==> src/sv/nbu_pkg.sv <==
// ----------------------------------------------------------------------------
// Neuron backprop unit package
// Shared widths, operation codes, controller states, the command bundle
// between controller and datapath, saturation and the sigmoid table builder.
// ----------------------------------------------------------------------------
package nbu_pkg;

  localparam int DATA_W      = 16;
  localparam int FRAC_W      = 12;
  localparam int ACC_W       = 40;
  localparam int ETA_W       = 16;
  localparam int OP_W        = 3;
  localparam int TBL_DEPTH   = 256;
  localparam int TBL_IDX_W   = $clog2(TBL_DEPTH);
  localparam int SIG_IN_LOG2 = 3;
  localparam int EXP_W       = 30;

  localparam int SUM_Q_W    = ACC_W - FRAC_W;
  localparam int DER_W      = 2 * DATA_W - FRAC_W - 1;
  localparam int MUL_X_W    = 2 * DATA_W;
  localparam int MUL_Y_W    = DER_W;
  localparam int PROD_W     = MUL_X_W + MUL_Y_W;
  localparam int SIG_LIM_SH = SIG_IN_LOG2 + 2 * FRAC_W;

  localparam int CFG_ADDR_W = 3;
  localparam logic [CFG_ADDR_W-3:0] REG_LEARNING_RATE = '0;
  localparam logic [ETA_W-1:0]      ETA_RESET         = 16'd655;

  typedef enum logic [OP_W-1:0] {
    OP_ACC = 3'd0,
    OP_ACT = 3'd1,
    OP_HID = 3'd2,
    OP_ODL = 3'd3,
    OP_UPD = 3'd4
  } op_t;

  typedef enum logic [2:0] {
    ST_IDLE,
    ST_MUL_AB,
    ST_ACC,
    ST_MUL_SQ,
    ST_MUL_FIN,
    ST_OUT
  } ctrl_state_t;

  typedef enum logic [2:0] {
    MS_AB,
    MS_AA,
    MS_CC,
    MS_BC,
    MS_SUM_DER,
    MS_DIFF_DER,
    MS_PROD_ETA
  } mul_sel_t;

  typedef enum logic [1:0] {
    RS_SIG,
    RS_SCALED,
    RS_UPD
  } res_sel_t;

  typedef struct packed {
    logic     load;
    logic     mul_en;
    mul_sel_t mul_sel;
    logic     acc_add;
    logic     acc_clr;
    logic     out_load;
    res_sel_t res_sel;
  } dp_cmd_t;

  typedef struct packed {
    logic signed [DATA_W-1:0] value;
    logic                     flag;
  } sat_res_t;

  typedef logic [TBL_DEPTH*DATA_W-1:0] sig_table_t;

  function automatic sat_res_t sat_data(input logic signed [PROD_W-1:0] v);
    localparam logic signed [PROD_W-1:0] DATA_MAX = (1 <<< (DATA_W - 1)) - 1;
    localparam logic signed [PROD_W-1:0] DATA_MIN = -DATA_MAX - 1;
    sat_res_t r;
    r.flag  = 1'b0;
    r.value = v[DATA_W-1:0];
    if (v > DATA_MAX) begin
      r.flag  = 1'b1;
      r.value = {1'b0, {(DATA_W-1){1'b1}}};
    end else if (v < DATA_MIN) begin
      r.flag  = 1'b1;
      r.value = {1'b1, {(DATA_W-1){1'b0}}};
    end
    return r;
  endfunction

  // Restoring long division, used only while the table is built.
  function automatic longint unsigned long_div(input longint unsigned n,
                                               input longint unsigned d);
    longint unsigned q;
    longint unsigned r;
    q = '0;
    r = '0;
    for (int j = 63; j >= 0; j--) begin
      r = {r[62:0], n[j]};
      if (r >= d) begin
        r    = r - d;
        q[j] = 1'b1;
      end
    end
    return q;
  endfunction

  // Each entry is the bipolar sigmoid at the midpoint of its input interval.
  // The exponential is built in Q30 integers; the entries are rounded, not exact.
  function automatic sig_table_t sig_build();
    sig_table_t               tbl;
    longint unsigned          one;
    longint unsigned          half;
    longint unsigned          term;
    longint unsigned          q;
    longint unsigned          u;
    longint unsigned          base;
    longint unsigned          f;
    longint unsigned          e;
    logic signed [DATA_W-1:0] ent;
    int                       d;
    tbl  = '0;
    one  = 64'd1 << EXP_W;
    half = 64'd1 << (EXP_W - 1);
    term = one;
    q    = one;
    for (int k = 1; k <= 20; k++) begin
      term = long_div(term * (64'd1 << SIG_IN_LOG2), 64'(TBL_DEPTH) * 64'(k));
      if (k[0]) begin
        q = q - term;
      end else begin
        q = q + term;
      end
    end
    for (int i = 0; i < TBL_DEPTH; i++) begin
      d    = 2 * i + 1 - TBL_DEPTH;
      e    = 64'((d < 0) ? -d : d);
      u    = one;
      base = q;
      for (int j = 0; j < TBL_IDX_W; j++) begin
        if (e[j]) begin
          u = (u * base + half) >> EXP_W;
        end
        base = (base * base + half) >> EXP_W;
      end
      f   = long_div(((one - u) << FRAC_W) + ((one + u) >> 1), one + u);
      ent = DATA_W'(f);
      if (d < 0) begin
        ent = -ent;
      end
      tbl[i*DATA_W +: DATA_W] = ent;
    end
    return tbl;
  endfunction

endpackage

==> src/sv/nbu_ctrl.sv <==
// ----------------------------------------------------------------------------
// Neuron backprop unit controller
// Sequences the shared multiplier, accumulator and result register per item.
// ----------------------------------------------------------------------------
module nbu_ctrl (
  input  logic                 clk,
  input  logic                 rst_n,
  input  logic                 in_valid,
  input  logic [nbu_pkg::OP_W-1:0] in_op,
  output logic                 in_ready,
  output logic                 out_valid,
  input  logic                 out_ready,
  output nbu_pkg::dp_cmd_t     cmd
);
  import nbu_pkg::*;

  ctrl_state_t state_r, state_nxt;
  op_t         op_r, op_nxt;
  logic        out_valid_r, out_valid_nxt;
  logic        out_free;
  logic        accept;

  function automatic ctrl_state_t first_state(input op_t op);
    ctrl_state_t s;
    unique case (op)
      OP_ACC, OP_ACT, OP_HID: s = ST_MUL_AB;
      OP_ODL, OP_UPD:         s = ST_MUL_SQ;
      default:                s = ST_IDLE;
    endcase
    return s;
  endfunction

  assign out_free  = !out_valid_r || out_ready;
  assign out_valid = out_valid_r;
  assign accept    = in_valid && in_ready;

  always_comb begin
    cmd      = '0;
    in_ready = 1'b0;
    unique case (state_r)
      ST_IDLE: begin
        in_ready = 1'b1;
      end
      ST_MUL_AB: begin
        cmd.mul_en  = 1'b1;
        cmd.mul_sel = MS_AB;
      end
      ST_ACC: begin
        cmd.acc_add = 1'b1;
        in_ready    = (op_r == OP_ACC);
      end
      ST_MUL_SQ: begin
        cmd.mul_en  = 1'b1;
        cmd.acc_add = (op_r == OP_HID);
        priority case (op_r)
          OP_HID:  cmd.mul_sel = MS_CC;
          OP_ODL:  cmd.mul_sel = MS_AA;
          default: cmd.mul_sel = MS_BC;
        endcase
      end
      ST_MUL_FIN: begin
        cmd.mul_en = 1'b1;
        priority case (op_r)
          OP_HID:  cmd.mul_sel = MS_SUM_DER;
          OP_ODL:  cmd.mul_sel = MS_DIFF_DER;
          default: cmd.mul_sel = MS_PROD_ETA;
        endcase
      end
      ST_OUT: begin
        in_ready     = out_free;
        cmd.out_load = out_free;
        cmd.acc_clr  = out_free && ((op_r == OP_ACT) || (op_r == OP_HID));
        priority case (op_r)
          OP_ACT:  cmd.res_sel = RS_SIG;
          OP_UPD:  cmd.res_sel = RS_UPD;
          default: cmd.res_sel = RS_SCALED;
        endcase
      end
      default: begin
        in_ready = 1'b0;
      end
    endcase
    cmd.load = accept;
  end

  always_comb begin
    state_nxt = state_r;
    op_nxt    = op_r;
    unique case (state_r)
      ST_IDLE:    state_nxt = ST_IDLE;
      ST_MUL_AB:  state_nxt = (op_r == OP_HID) ? ST_MUL_SQ : ST_ACC;
      ST_ACC:     state_nxt = (op_r == OP_ACT) ? ST_OUT : ST_IDLE;
      ST_MUL_SQ:  state_nxt = ST_MUL_FIN;
      ST_MUL_FIN: state_nxt = ST_OUT;
      ST_OUT:     state_nxt = out_free ? ST_IDLE : ST_OUT;
      default:    state_nxt = ST_IDLE;
    endcase
    if (accept) begin
      op_nxt    = op_t'(in_op);
      state_nxt = first_state(op_t'(in_op));
    end
    out_valid_nxt = cmd.out_load ? 1'b1 : (out_ready ? 1'b0 : out_valid_r);
  end

  always_ff @(posedge clk) begin
    if (!rst_n) begin
      state_r     <= ST_IDLE;
      op_r        <= OP_ACC;
      out_valid_r <= 1'b0;
    end else begin
      state_r     <= state_nxt;
      op_r        <= op_nxt;
      out_valid_r <= out_valid_nxt;
    end
  end

endmodule

==> src/sv/nbu_dp.sv <==
// ----------------------------------------------------------------------------
// Neuron backprop unit datapath
// Operand registers, one shared signed multiplier, the wide accumulator,
// the sigmoid table and the saturating result register.
// ----------------------------------------------------------------------------
module nbu_dp (
  input  logic                                clk,
  input  logic                                rst_n,
  input  nbu_pkg::dp_cmd_t                    cmd,
  input  logic [nbu_pkg::ETA_W-1:0]           eta,
  input  logic signed [nbu_pkg::DATA_W-1:0]   in_a,
  input  logic signed [nbu_pkg::DATA_W-1:0]   in_b,
  input  logic signed [nbu_pkg::DATA_W-1:0]   in_c,
  output logic signed [nbu_pkg::DATA_W-1:0]   res_value,
  output logic                                res_sat
);
  import nbu_pkg::*;

  localparam sig_table_t SIG_TABLE = sig_build();
  localparam logic signed [2*DATA_W:0] ONE_SQ = (2*DATA_W+1)'(1) << (2 * FRAC_W);

  logic signed [DATA_W-1:0]  a_r, b_r, c_r;
  logic signed [PROD_W-1:0]  prod_r, prod_nxt;
  logic signed [ACC_W-1:0]   acc_r, acc_nxt;
  logic signed [DATA_W-1:0]  res_r;
  logic                      sat_r;
  logic signed [2*DATA_W:0]  der_num;
  logic signed [DER_W-1:0]   der;
  logic signed [SUM_Q_W-1:0] sum_q;
  logic signed [DATA_W:0]    diff;
  logic signed [MUL_X_W-1:0] mul_x;
  logic signed [MUL_Y_W-1:0] mul_y;
  logic                      in_rng;
  logic [TBL_IDX_W-1:0]      idx;
  logic signed [DATA_W-1:0]  sig_val;
  logic signed [PROD_W-1:0]  res_pre;
  sat_res_t                  res_nxt;

  always_comb begin
    der_num = ONE_SQ - $signed(prod_r[2*DATA_W:0]);
    der     = DER_W'(der_num >>> (FRAC_W + 1));
    sum_q   = $signed(acc_r[ACC_W-1:FRAC_W]);
    diff    = (DATA_W+1)'(a_r) - (DATA_W+1)'(b_r);
    unique case (cmd.mul_sel)
      MS_AB: begin
        mul_x = MUL_X_W'(a_r);
        mul_y = MUL_Y_W'(b_r);
      end
      MS_AA: begin
        mul_x = MUL_X_W'(a_r);
        mul_y = MUL_Y_W'(a_r);
      end
      MS_CC: begin
        mul_x = MUL_X_W'(c_r);
        mul_y = MUL_Y_W'(c_r);
      end
      MS_BC: begin
        mul_x = MUL_X_W'(b_r);
        mul_y = MUL_Y_W'(c_r);
      end
      MS_SUM_DER: begin
        mul_x = MUL_X_W'(sum_q);
        mul_y = der;
      end
      MS_DIFF_DER: begin
        mul_x = MUL_X_W'(diff);
        mul_y = der;
      end
      MS_PROD_ETA: begin
        mul_x = $signed(prod_r[MUL_X_W-1:0]);
        mul_y = $signed(MUL_Y_W'({1'b0, eta}));
      end
      default: begin
        mul_x = '0;
        mul_y = '0;
      end
    endcase
    prod_nxt = mul_x * mul_y;
  end

  always_comb begin
    acc_nxt = acc_r;
    if (cmd.acc_clr) begin
      acc_nxt = '0;
    end else if (cmd.acc_add) begin
      acc_nxt = acc_r + ACC_W'(prod_r);
    end
  end

  always_comb begin
    in_rng = (&acc_r[ACC_W-1:SIG_LIM_SH]) || !(|acc_r[ACC_W-1:SIG_LIM_SH]);
    if (in_rng) begin
      idx = {~acc_r[SIG_LIM_SH], acc_r[SIG_LIM_SH-1 -: TBL_IDX_W-1]};
    end else if (acc_r[ACC_W-1]) begin
      idx = '0;
    end else begin
      idx = '1;
    end
    sig_val = SIG_TABLE[idx*DATA_W +: DATA_W];
    unique case (cmd.res_sel)
      RS_SIG:    res_pre = PROD_W'(sig_val);
      RS_SCALED: res_pre = prod_r >>> FRAC_W;
      RS_UPD:    res_pre = PROD_W'(a_r) - (prod_r >>> (FRAC_W + ETA_W));
      default:   res_pre = '0;
    endcase
    res_nxt = sat_data(res_pre);
  end

  always_ff @(posedge clk) begin
    if (!rst_n) begin
      acc_r <= '0;
    end else begin
      acc_r <= acc_nxt;
    end
  end

  always_ff @(posedge clk) begin
    if (cmd.load) begin
      a_r <= in_a;
      b_r <= in_b;
      c_r <= in_c;
    end
    if (cmd.mul_en) begin
      prod_r <= prod_nxt;
    end
    if (cmd.out_load) begin
      res_r <= res_nxt.value;
      sat_r <= res_nxt.flag;
    end
  end

  assign res_value = res_r;
  assign res_sat   = sat_r;

endmodule

==> src/sv/neuron_backprop_unit.sv <==
// ----------------------------------------------------------------------------
// Neuron backprop unit
// Fixed-point neuron for perceptron training with a bipolar sigmoid.
// ----------------------------------------------------------------------------
// Items share a single signed multiplier; a new item is taken only while idle
// or in the last step of the item before it. The steps of an item are set by
// the multiplier steps it needs and its accumulate and result steps: hidden
// delta needs the most, plain accumulate the fewest, and unused operation codes
// give no result. The result sits in an output register and the next item is
// taken in the cycle the result is written; while an earlier result still
// waits there, the result step and the input stall until it is taken. Values
// are signed Q3.12; every result saturates to 16 bits and sets tuser when it
// does. The learning rate register sits at byte address 0 and resets to 655.
module neuron_backprop_unit (
  input  logic        clk,
  input  logic        rst_n,
  input  logic        in_tvalid,
  output logic        in_tready,
  input  logic [47:0] in_tdata,   // value_a, value_b, value_c
  input  logic [2:0]  in_tuser,   // operation
  output logic        out_tvalid,
  input  logic        out_tready,
  output logic [15:0] out_tdata,  // result_value
  output logic        out_tuser,  // saturated
  input  logic        cfg_psel,
  input  logic        cfg_penable,
  input  logic        cfg_pwrite,
  input  logic [nbu_pkg::CFG_ADDR_W-1:0] cfg_paddr,
  input  logic [31:0] cfg_pwdata,
  output logic [31:0] cfg_prdata,
  output logic        cfg_pready
);
  import nbu_pkg::*;

  dp_cmd_t            cmd;
  logic [ETA_W-1:0]   eta_r, eta_nxt;
  logic               reg_hit;
  logic signed [DATA_W-1:0] res_value;

  assign reg_hit    = (cfg_paddr[CFG_ADDR_W-1:2] == REG_LEARNING_RATE);
  assign cfg_pready = 1'b1;
  assign cfg_prdata = reg_hit ? 32'(eta_r) : 32'd0;

  always_comb begin
    eta_nxt = eta_r;
    if (cfg_psel && cfg_penable && cfg_pwrite && cfg_pready && reg_hit) begin
      eta_nxt = cfg_pwdata[ETA_W-1:0];
    end
  end

  always_ff @(posedge clk) begin
    if (!rst_n) begin
      eta_r <= ETA_RESET;
    end else begin
      eta_r <= eta_nxt;
    end
  end

  nbu_ctrl u_ctrl (
    .clk       (clk),
    .rst_n     (rst_n),
    .in_valid  (in_tvalid),
    .in_op     (in_tuser),
    .in_ready  (in_tready),
    .out_valid (out_tvalid),
    .out_ready (out_tready),
    .cmd       (cmd)
  );

  nbu_dp u_dp (
    .clk       (clk),
    .rst_n     (rst_n),
    .cmd       (cmd),
    .eta       (eta_r),
    .in_a      ($signed(in_tdata[15:0])),
    .in_b      ($signed(in_tdata[31:16])),
    .in_c      ($signed(in_tdata[47:32])),
    .res_value (res_value),
    .res_sat   (out_tuser)
  );

  assign out_tdata = res_value;

  a_reset_clears_out: assert property (@(posedge clk)
    !rst_n |=> !out_tvalid)
    else $error("result valid survived reset");

  a_result_held: assert property (@(posedge clk) disable iff (!rst_n)
    (out_tvalid && !out_tready) |=> (out_tvalid && $stable(out_tdata) && $stable(out_tuser)))
    else $error("waiting result changed before it was taken");

  a_result_frees_input: assert property (@(posedge clk) disable iff (!rst_n)
    $rose(out_tvalid) |-> $past(in_tready))
    else $error("unit not ready for input when writing a result");

endmodule
==> config.mk <==
export PLATFORM = sky130hd
export DESIGN_NAME = neuron_backprop_unit
export DESIGN_NICKNAME = d
export VERILOG_FILES = /design/src/sv/nbu_pkg.sv /design/src/sv/nbu_ctrl.sv /design/src/sv/nbu_dp.sv /design/src/sv/neuron_backprop_unit.sv
export SDC_FILE = /design/constraint.sdc
export NUM_CORES = 2
export LEC_CHECK = 0
export ABC_CLOCK_PERIOD_IN_PS = 12400
export BUFFER_PORTS_ARGS = -buffer_cell sky130_fd_sc_hd__buf_2
export CAP_MARGIN = 20
export CORE_MARGIN = 1.5
export CORE_UTILIZATION = 25
export CTS_CLUSTER_SIZE = 12
export DETAILED_ROUTE_END_ITERATION = 8
export GPL_ROUTABILITY_DRIVEN = 1
export SLEW_MARGIN = 25
export SYNTH_ARGS = -nofsm -noshare
export SYNTH_HDL_FRONTEND = slang
export SYNTH_SLANG_ARGS = --single-unit
==> constraint.sdc <==
create_clock -name clk -period 12.4 [get_ports clk]
set_input_delay 0.62 -clock clk [delete_from_list [all_inputs] [get_ports clk]]
set_output_delay 0.62 -clock clk [all_outputs]
set_load 0.03 [all_outputs]
==> impl_metrics.tcl <==
set metrics [dict create \
    status "completed" \
    synthArstFlopShare 0 \
    wl_per_cell_um 21.1 \
    min_period_ps 11010 \
    grt_pass1_wl_mm 199 \
    rsz0062_at_grt "no" \
    nFillCells 15500 \
    grt-ovfl-total 0 \
    ys_ff_latch 179 \
    synth_cell_types 96 \
    postCtsSetupRepairBufs 0 \
    grt_use_met1 0.237 \
    die_width_um 384 \
    final_antenna_net_count 0 \
    most-common-layout-cells "688 x inv_1, 597 x nand2_1, 593 x fa_1" \
    grt_start_max_net_pins 52 \
    top_usage_layer "met2" \
    postRouteWirelength_mm 132 \
    arrival_ps 11220 \
    max_freq_mhz 90.8 \
    cp_data_required_time_ps 12610 \
    drtIter0Drc 3589 \
    hold_viol_final 0 \
    first_pass_iters 8 \
    area_growth_pct 9.64 \
    grt_use_met2 0.283 \
    synth-main-ff-cell "edfxtp_1" \
    synth_cells 4359 \
    avgSynthCellArea_um2 8.34 \
    max_stage_delay_ps 660 \
    nNetsFinal 5282 \
    core-area_um2 144000 \
    drv_cap 0 \
    clk_pin_slew_ps 120 \
    drc 0 \
    std_cell_rows 139 \
    grt_antenna_before_repair 7 \
    cp-end-kind "register" \
    crit_buf_inv 8 \
    crit_top_cell "fa_1" \
    synth_top_cells_by_area "fa_1 33%, edfxtp_1 9.6%, ha_1 7.9%, inv_1 7.1%, nand2_1 6.2%" \
    clk_path_buf_depth 2 \
    ctsResizeCount 0 \
    yosys_warnings 0 \
    grt_use_total 0.178 \
    start_kind "register" \
    path_class "register to register" \
    worst_path_max_delay_cell "nor2b_1" \
    slew_viol_final 0 \
    vias 32400 \
    cts_tree "done" \
    slew_headroom 0.234 \
    start_util 0.252 \
    fin_setup_tns_ps 0 \
    layout-drive-gt1-share 0.0763 \
    finalSetupViolCount 0 \
    first_global_vias 31800 \
    period_share 0.888 \
    finClkSkew_ps 50.5 \
    insertion_delay_ps 520 \
    cpLargestDelayFamily "adder cells" \
    io_pins 145 \
    rrSetupSlack_ps 1390 \
    h-tree-depth 4 \
    routabilityCongestion 0.977 \
    port_buffers 109 \
    path_max_fanout 26 \
    cts_root_buf "clkbuf_16" \
    dpl.hpwl_mm 104 \
    cts_hold_buf 0 \
    dieHeight_um 384 \
    min_path_type "primary input to register" \
    post_drt_via_cell_ratio 5.15 \
    synth_edf_count 116 \
    dieArea_um2 148000 \
    netlist_area_um2 36400 \
    numCtsBuffers 17 \
    synth_top_area_cell "fa_1" \
    tightest_slew_ps 1150 \
    layout_commonest_cell "inv_1" \
    grt_util_met3 0.0366 \
    clock-sinks 179 \
    synth_top_area_share 0.327 \
    synth_seq_area_share 0.131 \
]
layer usage:
layer  up-vias  share of wire  routed length, um
met2      1574           0.45              59300
met5         -        0.00037                 49
met3       273          0.099              13000
met4         8          0.038               5060
li1      14300              -                  -
met1     16200           0.42              54900
worst reg2reg max path: cells and delay by family (launching register included):
kind / cells / cell delay (ps)
buffers and inverters: 8 / 1100
DFF: 1 / 460
AOI/OAI and AO/OA: 9 / 3220
adders and majority gates: 8 / 3980
and+or+nand+nor: 9 / 1970
cell usage after synthesis, types with 27 or more instances:
master,instances
edfxtp_1,116
xnor2_1,74
fa_1,593
nand3_1,59
a221o_1,31
o21ai_0,168
nand2b_1,41
nor2_1,451
xor2_1,42
clkbuf_1,182
a21oi_1,217
a211oi_1,33
dfxtp_1,63
a22oi_1,27
nor2b_1,55
a21o_1,60
nand2_1,597
and2_1,32
ha_1,229
nor3_1,57
inv_1,689
a31oi_1,42
area by class of cell:
type / instances / area [um2] / area share
multi-input cells: 3271 / 28300 / 0.709
clock buffers: 20 / 458 / 0.0115
clock inverters: 12 / 104 / 0.00261
diodes: 2 / 5.00 / 0.000126
well taps: 1903 / 2380 / 0.0597
flip-flops and latches: 179 / 4740 / 0.119
inverters: 690 / 2590 / 0.0650
repair buffers: 208 / 1300 / 0.0326
cell families (layout without fill, tap and decap cells):
logic type,Yosys count,in the layout,synth area share
simple gates,1436,1436,0.175
buf+inv,924,930,0.0989
compound gates,869,869,0.159
fa+ha+maj,822,822,0.405
flops,179,179,0.131
xor+xnor,116,116,0.0279
mux,11,11,0.00313
other cells,2,19,0.000207
path summary, 6_finish.rpt:
path                        from         endpoint  cells after the start
setup / recovery  u_ctrl.op_r[1]  u_dp.prod_r[50]                     34
hold / removal      in_tdata[43]     u_dp.c_r[11]                      1
setup reg to reg  u_ctrl.op_r[1]  u_dp.prod_r[50]                     34
hold reg to reg    u_dp.acc_r[8]    u_dp.acc_r[8]                      2
state kept, by name, summed over array words and instances (netlist names):
signal	cells
u_dp.prod_r	51
u_dp.acc_r	40
eta_r	16
u_dp.a_r	16
u_dp.b_r	16
u_dp.c_r	16
u_dp.res_value	16
u_ctrl.op_r	3
u_ctrl.state_r	3
u_ctrl.out_valid	1
u_dp.res_sat	1
stage by stage:
stage                     instance area, um2  setup WS [ps]  instances  utilization  hold slack, ps
final                                  39900           1390       6285        0.277             267
after global routing                   39900            826       6283        0.277             264
after CTS                              39900           1300       6283        0.277             251
after detailed placement               39300           1350       6251        0.273             449
after global placement                 39200           1440       6249        0.273             443
after floorplan                        36400           3310       4374            -             436
Power is not shown: default switching activity piles up to over one toggle a cycle in this logic, so the estimate is an artifact.
